**config.mk**
```make
export PLATFORM = sky130hd
export DESIGN_NAME = shared_reader_writer_lock_unit
export DESIGN_NICKNAME = d
export VERILOG_FILES = /design/src/sv/srwl_pkg.sv /design/src/sv/shared_reader_writer_lock_unit.sv /design/src/sv/srwl_core.sv
export SDC_FILE = /design/constraint.sdc
export NUM_CORES = 1
export LEC_CHECK = 0
export ABC_AREA = 1
export BUFFER_PORTS_ARGS = -buffer_cell sky130_fd_sc_hd__buf_2
export CORE_ASPECT_RATIO = 2
export CORE_UTILIZATION = 50
export DETAILED_ROUTE_END_ITERATION = 6
export HOLD_SLACK_MARGIN = 0.02
export PLACE_DENSITY = 0.67
export SETUP_SLACK_MARGIN = 0.15
export SKIP_LAST_GASP = 1
export SLEW_MARGIN = 20
export SYNTH_ARGS = -nofsm -noshare
export SYNTH_HDL_FRONTEND = slang
export SYNTH_SLANG_ARGS = --single-unit
```
**constraint.sdc**
```tcl
create_clock -name clk -period 5.07 [get_ports clk]
set_input_delay 1.014 -clock clk [delete_from_list [all_inputs] [get_ports clk]]
set_output_delay 1.014 -clock clk [all_outputs]
set_load 0.01 [all_outputs]
```
**src/sv/srwl_pkg.sv**
```systemverilog
package srwl_pkg;

  localparam int NUM_HANDLES = 16;
  localparam int MAX_NESTING = 255;

  // Handle field is 4 bits wide, so at most 16 slots are ever addressed
  localparam int HANDLE_SLOTS = 16;
  localparam logic [4:0] HANDLE_LIMIT = 5'((NUM_HANDLES > 16) ? 16 : NUM_HANDLES);
  localparam logic [7:0] NEST_LIMIT = 8'((MAX_NESTING > 255) ? 255 : MAX_NESTING);

  localparam logic [2:0] REQ_UNLOCK  = 3'd0;
  localparam logic [2:0] REQ_READ    = 3'd1;
  localparam logic [2:0] REQ_WRITE   = 3'd2;
  localparam logic [2:0] REQ_RELEASE = 3'd3;
  localparam logic [2:0] REQ_QUERY   = 3'd4;

  localparam logic [1:0] ST_OK      = 2'd0;
  localparam logic [1:0] ST_INVALID = 2'd1;
  localparam logic [1:0] ST_BUSY    = 2'd2;

  localparam logic [1:0] MODE_UNLOCKED = 2'd0;
  localparam logic [1:0] MODE_READ     = 2'd1;
  localparam logic [1:0] MODE_WRITE    = 2'd2;

  typedef struct packed {
    logic       auto_downgrade;
    logic       convert_to_read;
    logic [3:0] handle_id;
    logic [2:0] req_type;
  } req_t;

  typedef struct packed {
    logic       any_holder;
    logic [7:0] own_nesting;
    logic [1:0] mode_after;
    logic [1:0] status;
  } res_t;

  typedef struct packed {
    logic [1:0] status;
    logic [1:0] mode;
    logic       set_holder;
    logic       inc;
  } take_t;

  // Lock request against the current mode for one handle
  function automatic take_t take_lock(input logic [1:0] mode, input logic holder,
                                      input logic [7:0] nest, input logic op_read,
                                      input logic conv);
    take_t r;
    logic  join_lock;
    r.status     = ST_BUSY;
    r.mode       = mode;
    r.set_holder = 1'b0;
    r.inc        = 1'b0;
    join_lock    = 1'b0;
    if (mode == MODE_UNLOCKED) begin
      join_lock = 1'b1;
    end else if (holder) begin
      if (mode == MODE_READ && op_read) begin
        if (nest >= NEST_LIMIT) begin
          r.status = ST_INVALID;
        end else begin
          r.inc    = 1'b1;
          r.status = ST_OK;
        end
      end else if (conv) begin
        if (mode == MODE_WRITE && op_read) begin
          r.mode   = MODE_READ;
          r.status = ST_OK;
        end else begin
          r.status = ST_INVALID;
        end
      end
    end else begin
      if (conv) begin
        r.status = ST_INVALID;
      end else if (op_read && mode == MODE_READ) begin
        join_lock = 1'b1;
      end
    end
    if (join_lock) begin
      if (nest >= NEST_LIMIT) begin
        r.status = ST_INVALID;
      end else begin
        r.set_holder = 1'b1;
        r.mode       = op_read ? MODE_READ : MODE_WRITE;
        r.inc        = 1'b1;
        r.status     = ST_OK;
      end
    end
    return r;
  endfunction

endpackage

```
**src/sv/shared_reader_writer_lock_unit.sv**
```systemverilog
// Reader-writer lock shared by up to 16 handles, one request per word.
// Slave channel s_axis carries requests (req_type, handle_id, conversion
// and auto-downgrade flags); master channel m_axis returns one result word
// per request (status, mode after the request, the requester's nesting
// count and whether any handle still holds the lock).
// A request word is captured in an input register; when the output register
// is free or draining, the lock state is read, updated and the result loaded
// into the output register. One request is taken every cycle while the
// receiver keeps m_axis_tready high: the state update is a single bitmap
// test, an 8-bit count step and a mode change, so the next request sees it at
// once. A request that would block answers busy straight away; retry is up
// to the requester.
// Reset (rst, synchronous) unlocks the lock, clears all holders and zeroes
// every nesting count; both registers are emptied.
// If the receiver holds m_axis_tready low, the result word is held, the
// input register fills and then s_axis_tready drops; nothing is lost.
module shared_reader_writer_lock_unit (
  input  logic        clk,
  input  logic        rst,
  input  logic        s_axis_tvalid,
  output logic        s_axis_tready,
  // req_type[2:0], handle_id[6:3], convert_to_read[7], auto_downgrade[8], zero[15:9]
  input  logic [15:0] s_axis_tdata,
  output logic        m_axis_tvalid,
  input  logic        m_axis_tready,
  // status[1:0], mode_after[3:2], own_nesting[11:4], any_holder[12], zero[15:13]
  output logic [15:0] m_axis_tdata
);

  logic            in_valid;
  srwl_pkg::req_t  in_req;
  logic            out_valid;
  srwl_pkg::res_t  out_res;
  srwl_pkg::res_t  core_res;
  logic            advance;

  // Move the held request on when the result register is free or draining
  assign advance       = in_valid && (!out_valid || m_axis_tready);
  assign s_axis_tready = !in_valid || advance;

  always_ff @(posedge clk) begin
    if (rst) begin
      in_valid <= 1'b0;
    end else if (s_axis_tready) begin
      in_valid <= s_axis_tvalid;
    end
  end

  always_ff @(posedge clk) begin
    if (s_axis_tready && s_axis_tvalid) begin
      in_req <= srwl_pkg::req_t'(s_axis_tdata[8:0]);
    end
  end

  srwl_core u_core (
    .clk (clk),
    .rst (rst),
    .en  (advance),
    .req (in_req),
    .res (core_res)
  );

  always_ff @(posedge clk) begin
    if (rst) begin
      out_valid <= 1'b0;
    end else if (advance) begin
      out_valid <= 1'b1;
    end else if (m_axis_tready) begin
      out_valid <= 1'b0;
    end
  end

  always_ff @(posedge clk) begin
    if (advance) begin
      out_res <= core_res;
    end
  end

  assign m_axis_tvalid = out_valid;
  assign m_axis_tdata  = {3'b000, out_res};

endmodule

```
**src/sv/srwl_core.sv**
```systemverilog
module srwl_core (
  input  logic               clk,
  input  logic               rst,
  input  logic               en,
  input  srwl_pkg::req_t     req,
  output srwl_pkg::res_t     res
);

  logic [1:0]  lock_mode;
  logic [15:0] holder_bits;
  logic [7:0]  nesting_count [srwl_pkg::HANDLE_SLOTS];

  logic [1:0]  lock_mode_next;
  logic [15:0] holder_bits_next;
  logic [7:0]  nest_next;
  logic        nest_we;
  logic [1:0]  status;

  logic [3:0]  h;
  logic        holder;
  logic [7:0]  nest;
  logic        valid_h;
  logic [15:0] hbit;
  logic [7:0]  dec;
  srwl_pkg::take_t tk;

  always_comb begin
    h       = req.handle_id;
    hbit    = 16'(1) << h;
    holder  = holder_bits[h];
    nest    = nesting_count[h];
    valid_h = {1'b0, h} < srwl_pkg::HANDLE_LIMIT;
    dec     = (nest != 8'd0) ? nest - 8'd1 : 8'd0;
    tk      = srwl_pkg::take_lock(lock_mode, holder, nest, req.req_type == srwl_pkg::REQ_READ,
                                  (req.req_type == srwl_pkg::REQ_READ) ?
                                  (req.convert_to_read | (req.auto_downgrade & holder)) :
                                  req.convert_to_read);

    lock_mode_next   = lock_mode;
    holder_bits_next = holder_bits;
    nest_next        = nest;
    nest_we          = 1'b0;
    status           = srwl_pkg::ST_INVALID;

    unique case (req.req_type)
      srwl_pkg::REQ_QUERY: begin
        status = (lock_mode == srwl_pkg::MODE_UNLOCKED) ? srwl_pkg::ST_OK : srwl_pkg::ST_BUSY;
      end
      srwl_pkg::REQ_UNLOCK: begin
        if (valid_h && lock_mode != srwl_pkg::MODE_UNLOCKED && holder) begin
          nest_next = dec;
          nest_we   = 1'b1;
          if (dec == 8'd0) begin
            holder_bits_next = holder_bits & ~hbit;
            if (holder_bits_next == 16'd0) begin
              lock_mode_next = srwl_pkg::MODE_UNLOCKED;
            end
          end
          status = srwl_pkg::ST_OK;
        end
      end
      srwl_pkg::REQ_READ, srwl_pkg::REQ_WRITE: begin
        if (valid_h) begin
          status         = tk.status;
          lock_mode_next = tk.mode;
          if (tk.set_holder) begin
            holder_bits_next = holder_bits | hbit;
          end
          if (tk.inc) begin
            nest_next = nest + 8'd1;
            nest_we   = 1'b1;
          end
        end
      end
      srwl_pkg::REQ_RELEASE: begin
        if (valid_h) begin
          if (holder) begin
            holder_bits_next = holder_bits & ~hbit;
            if (holder_bits_next == 16'd0) begin
              lock_mode_next = srwl_pkg::MODE_UNLOCKED;
            end
          end
          nest_next = 8'd0;
          nest_we   = 1'b1;
          status    = srwl_pkg::ST_OK;
        end
      end
      default: begin
        status = srwl_pkg::ST_INVALID;
      end
    endcase

    res.status      = status;
    res.mode_after  = lock_mode_next;
    res.own_nesting = valid_h ? nest_next : 8'd0;
    res.any_holder  = |holder_bits_next;
  end

  always_ff @(posedge clk) begin
    if (rst) begin
      lock_mode   <= srwl_pkg::MODE_UNLOCKED;
      holder_bits <= '0;
      for (int i = 0; i < srwl_pkg::HANDLE_SLOTS; i++) begin
        nesting_count[i] <= '0;
      end
    end else if (en) begin
      lock_mode   <= lock_mode_next;
      holder_bits <= holder_bits_next;
      if (nest_we) begin
        nesting_count[h] <= nest_next;
      end
    end
  end

`ifndef SYNTHESIS
  logic [15:0] zero_nest;

  always_comb begin
    for (int i = 0; i < srwl_pkg::HANDLE_SLOTS; i++) begin
      zero_nest[i] = (nesting_count[i] == 8'd0);
    end
  end

  a_mode_matches_holders: assert property (@(posedge clk) disable iff (rst)
    (lock_mode == srwl_pkg::MODE_UNLOCKED) == (holder_bits == 16'd0))
    else $error("lock mode disagrees with holder set");

  a_write_single_holder: assert property (@(posedge clk) disable iff (rst)
    (lock_mode == srwl_pkg::MODE_WRITE) |-> $onehot(holder_bits))
    else $error("write lock without exactly one holder");

  a_holder_nonzero_nest: assert property (@(posedge clk) disable iff (rst)
    (holder_bits & zero_nest) == 16'd0)
    else $error("holder with zero nesting");

  a_busy_no_change: assert property (@(posedge clk) disable iff (rst)
    (en && status == srwl_pkg::ST_BUSY) |=> ($stable(lock_mode) && $stable(holder_bits)))
    else $error("busy request changed lock state");
`endif

endmodule
```
## Yosys cells after proc, flatten, opt, wreduce, memory -nomap -nowiden

Memory sizes are Yosys's and may differ from the RTL's. A register that Yosys moved wholly into a read port is not among the register bits.
Cells that the tools add are included.

- Flip-flop bits (word level): 42
- Bits in writable memories: 128
- Logic and storage cells: 104
- Memories kept: 1

Memory list:

| memory | words | bits a word | read ports | clocked after memory_dff | wr ports | line | RTL |
|---|---|---|---|---|---|---|---|
| u_core.nesting_count | 16 | 8 | 1 | 1 | 16 | srwl_core.sv:11 | `logic [7:0] nesting_count [srwl_pkg::HANDLE_SLOTS];` |

- Add/sub/neg operators: 2
- $lt $le $gt $ge: 2
- Equality and inequality tests: 6
- Shifts and indexed selects: 1
- Mux-type cells: 56
- Bitwise gates (word level): 5
- Reductions and logical operators: 19

Operator list:

| operator | number |
|---|---|
| 2-to-1 mux 16 bit | 4 |
| one-hot mux 16 bit (3 select lines) | 1 |
| 2-to-1 mux 8 bit | 4 |
| 2-to-1 mux 1 bit | 24 |
| 2-to-1 mux 2 bit | 12 |
| one-hot mux 8 bit (3 select lines) | 1 |
| 2-to-1 mux 4 bit | 5 |
| bitwise AND 16 bit | 1 |
| logical NOT 16 bit | 1 |
| NOT 16 bit | 1 |
| OR 16 bit | 1 |
| OR reduction 16 bit | 1 |
| left shift 1 x 4 -> 16 bit, first input constant | 1 |
| adder 8 x 1 -> 8 bit, second input constant | 1 |
| >= comparator 8 bit, second input constant | 1 |
| logical NOT 8 bit | 1 |
| one-hot mux 2 bit (4 select lines) | 1 |
| nonzero test 8 bit | 1 |
| OR reduction 8 bit | 1 |
| subtractor 8 x 1 -> 8 bit, second input constant | 1 |
| == test 3 x 2 -> 1 bit, second input constant | 2 |
| 2-to-1 mux 6 bit | 1 |
| one-hot mux 2 bit (3 select lines) | 1 |
| logical AND 1 bit | 5 |
| 15 further kinds | 18 |

## Longest topological paths before layout

- Depth in word-level cells: 19
- Gate-level depth with buffers: 29
- Depth with buffers taken out: 24

## By module

Synthesis repeated with hierarchy kept, for this count alone.

- Cell total of the unflattened synthesis: 1,240
- Area, all modules: 9,426.5 um^2

Modules (own cells, without submodules):

| module | times used | cells an instance | area each (um^2) |
|---|---|---|---|
| srwl_core | 1 | 1,202 | 8,648.3 |
| shared_reader_writer_lock_unit | 1 | 38 | 778.2 |

## Worst setup path before layout

Ideal clock, no wire load.

- Path type: reg-to-reg
- From: register (tool-made name)
- To: memory u_core.nesting_count[13][0], enable pin
- Library setup time: 0.329 ns
- Arrival: 2.890 ns
- Required time: 4.741 ns
- Path slack: 1.852 ns
- Cell stages (with the launch flop): 21
- Period minus slack after synthesis: 3.218 ns
- Path through: dfxtp_1 > buf_6 > buf_6 > buf_6 > buf_6 > o211ai_1 > nand3_1 > nand3_1 > nand2_2 > ha_1 > nand3_1 > inv_2 > nand2_2 > nand3_1 > nand2_2 > buf_6 > inv_2 > o211ai_4 > buf_8 > nand3_4 > nand2_1

RTL lines:

| item | line |
|---|---|
| to (decl) | srwl_core.sv:11 |

==> results.tsv <==
stage	metric	value	unit
status	status	complete, no violations	
critical_path	reg-to-reg slack, setup	0.71	ns
synthesis	area share of fa/ha/maj cells after synthesis	0.252	%
routing	Via density	5.42	
final_layout	Storage cell area	4990	sq um
global_route	first-pass GRT wire length	41700	um
synthesis	EDFF count, synth	150	
power	maximum VDD drop	0.256	mV
synthesis	Post-Synthesis Cells	1250	
die	Die Y	201	um
timing	RSZ-0062 raised after global routing	no	
hold_path	worst min path class	flop to flop	
critical_path	R2R cell count	18	
timing	Hold Violations, Final	0	
clocking	post-CTS resize count	0	
global_route	number of global-route vias before repair	8059	
die	num rows	72	
synthesis	mean post-synth cell area	7.96	sq um
clocking	CTS root buf	clkbuf_16	
power	Int Pwr	0.00246	W
routing	routed len/inst	17.6	um
clocking	worst-case clock buffer depth	2	
power	LEAKAGE	4.44	nW
final_layout	area grow syn2layout	7.73	%
critical_path	critical path class	flop to flop	
clocking	Hold-fix buffers, CTS	0	
final_layout	fin nets	1274	
timing	worst rel slew slack	25.6	%
clocking	Clock transition at path regs	0.07	ns
critical_path	CP Data Arrival Time	4.54	ns
die	Starting Density	51.1	%
timing	Clock Skew	0.0121	ns
power	clock network fraction of total power	35.7	%
timing	FMAX	229	MHz
global_route	total congestion overflow	0	
routing	vias	8264	
routing	drt drc	0	
final_layout	Ant. Diodes	0	
hold_path	hold_sp	m_axis_tvalid	
synthesis	Compound-Gate Fraction of Synth Area	8.01	%
power	sw frac	31.2	%
timing	Final Slew Violations	0	
routing	antenna-violating nets left	0	
global_route	largest net degree at the start of global routing	71	
synthesis	yosys warns	0	
power	switching power	0.00111	W
clocking	setup bufs post-CTS	0	
power	PD cells	333	nW/um^2
clocking	CTS sink count	174	
synthesis	sequential fraction of the synthesis area	50.1	%
final_layout	# fillers	1883	
routing	TritonRoute pass-1 iters	5	
synthesis	dominant combinational cell family by area after synthesis	simple AND/OR/NAND/NOR gates	
placed_design	Routability Congestion	0.920	
global_route	Global Route Usage Sum	27.7	%
final_layout	layout cells sized above 1	10.1	%
clocking	CTS tree	built	
critical_path	reg2reg end	u_core.nesting_count[8][7]	
critical_path	Crit path top cell by count	nand3_1	
synthesis	commonest register cell after synthesis	edfxtp_1	
final_layout	final core occ	55.1	%
clocking	later-pin clock latency in the skew report	0.45	ns
timing	minimum clock period	4.36	ns
synthesis	post-synthesis mux area share	0	%
synthesis	Mapped Area	9950	sq um
critical_path	Worst setup EP type	flop	
synthesis	number of synthesized register bits	174	
run	Max Cap Viol	0	
die	DIE AREA	20500	sq um
clocking	H-tree level count	4	
power	Reg power frac	46.1	%
routing	initial DRC count	423	
critical_path	Worst Setup EP	u_core.nesting_count[8][7]	
final_layout	area of the multi-input gates	3990	sq um
critical_path	crit start category	flop	
synthesis	Async SR Flop Fraction	0	%
placed_design	port buffer count	27	
timing	setup tns final	0	ns
die	core area	19500	sq um
timing	Tcrit/Tclk final	86.1	%
synthesis	Netlist cell types	42	
critical_path	Crit-path slowest cell	inv_1	
final_layout	Finished Cell Area	10700	sq um
routing	drt total wl	26900	um
critical_path	Critical Path Max Stage Delay	0.62	ns
global_route	initial antenna violation count	0	
clocking	Num CTS Buffers	17	
die	io pins	38	
die	die width	102	um
critical_path	CP cell instances	buf_4 -> nand2_1 -> o211ai_1 -> nand3_1 -> nand3_1 -> nand2_2 -> ha_1 -> nand3_1 -> inv_2 -> nand2_2 -> nand2_4 -> nand2_2 -> nand4_1 -> nand3b_1 -> nand3_1 -> nand3_1 -> inv_1 -> nor2_1	
timing	Worst-Margin Slew	1.12	ns
power	combinational share of power	18.2	%
critical_path	Worst EP required	5.24	ns
placed_design	DP Area	10100	sq um
synthesis	Post-Synth XOR/XNOR Area	0.0880	%
synthesis	Simple-Gate Fraction of Synth Area	31.5	%
timing	setup violators final	0	
placed_design	detailed placer's ending HPWL	18500	um
critical_path	critical path peak fanout	70	
critical path, delay by kind of cell, from the launching register on:
kind / cells / cell delay [ns]
buffers and inverters: 3 / 1.24
adders and majority gates: 1 / 0.27
AOI/OAI and AO/OA: 1 / 0.14
DFF: 1 / 0.33
and+or+nand+nor: 13 / 2.04
kinds of logic after synthesis:
kind of cell / Yosys count
simple gates: 708
buf+inv: 226
flops: 174
compound gates: 138
fa+ha+maj: 2
xor+xnor: 1
other cells: 1
through the flow:
step	std cells	worst slack, ns	hold slack (ns)	total power [W]
floorplan	1252	1.85	0.513	0.00214
global placement	1492	0.831	0.489	0.00231
detailed placement	1492	0.768	0.497	0.00232
CTS	1524	0.745	0.507	0.00357
global route	1524	0.455	0.549	0.00370
finish	1524	0.706	0.502	0.00357
cell type report:
cell class                      instances  area share [%]
Sequential cell                       174            46.5
Clock buffer                           17            3.97
Tap cell                              259            3.02
Inverter                              167            5.85
Clock inverter                         15            1.28
Timing Repair Buffer                   40            2.17
Multi-Input combinational cell        852            37.2
power groups by stage:
stage | combinational [W] | sequential (W) | clock [W]
after CTS | 0.000645 | 0.00165 | 0.00128
final | 0.000650 | 0.00165 | 0.00128
after global routing | 0.000711 | 0.00165 | 0.00134
after global placement | 0.000635 | 0.00167 | 0
after detailed placement | 0.000643 | 0.00168 | 0
after floorplan | 0.000473 | 0.00167 | 0
sequential cells by signal (all words and copies together), names as in the netlist, named ones only:
register,cells
u_core.holder_bits,16
in_req,9
m_axis_tvalid,1
in_valid,1
m_axis_tdata,13
u_core.lock_mode,2
u_core.nesting_count,128
metal layers:
metal / GRT usage, % / wire (um)
met4: 17.5 / 1570
met3: 4.76 / 1110
met1: 26.9 / 9130
met5: 0 / 0
met2: 51.7 / 15000
synth_stat cells, types with 11 or more instances:
cell type	n	area share [%]
dfxtp_1	24	4.8
inv_1	153	5.8
clkbuf_1	16	0.60
o21ai_1	11	0.55
buf_2	22	1.1
nand3_1	132	6.6
nand3_4	11	1.9
edfxtp_1	150	45
nand2_1	280	11
a21oi_1	44	2.2
o21ai_0	51	2.6
nor2_1	245	9.2
inv_2	13	0.49
placed cells by master (no fill, tap or decap), drive strengths merged, types with 10 or more instances in the layout:
cell type	n
nand3	151
clkbuf	17
nor2	250
a22oi	10
a21oi	45
o21ai	65
nand2	290
dfxtp	24
nor3	12
buf	40
edfxtp	150
inv	171
how the worst min path moves through the flow:
stage | to | slack [ns] | depth (start not counted)
6_report | m_axis_tvalid | 0.50 | 2
5_1_grt | m_axis_tvalid | 0.55 | 2
4_1_cts | m_axis_tvalid | 0.51 | 2
2_1_floorplan | flop | 0.51 | 2
3_5_place_dp | m_axis_tvalid | 0.50 | 2
3_3_place_gp | m_axis_tvalid | 0.49 | 2
No activity file was read; power rests on OpenSTA's default activity.
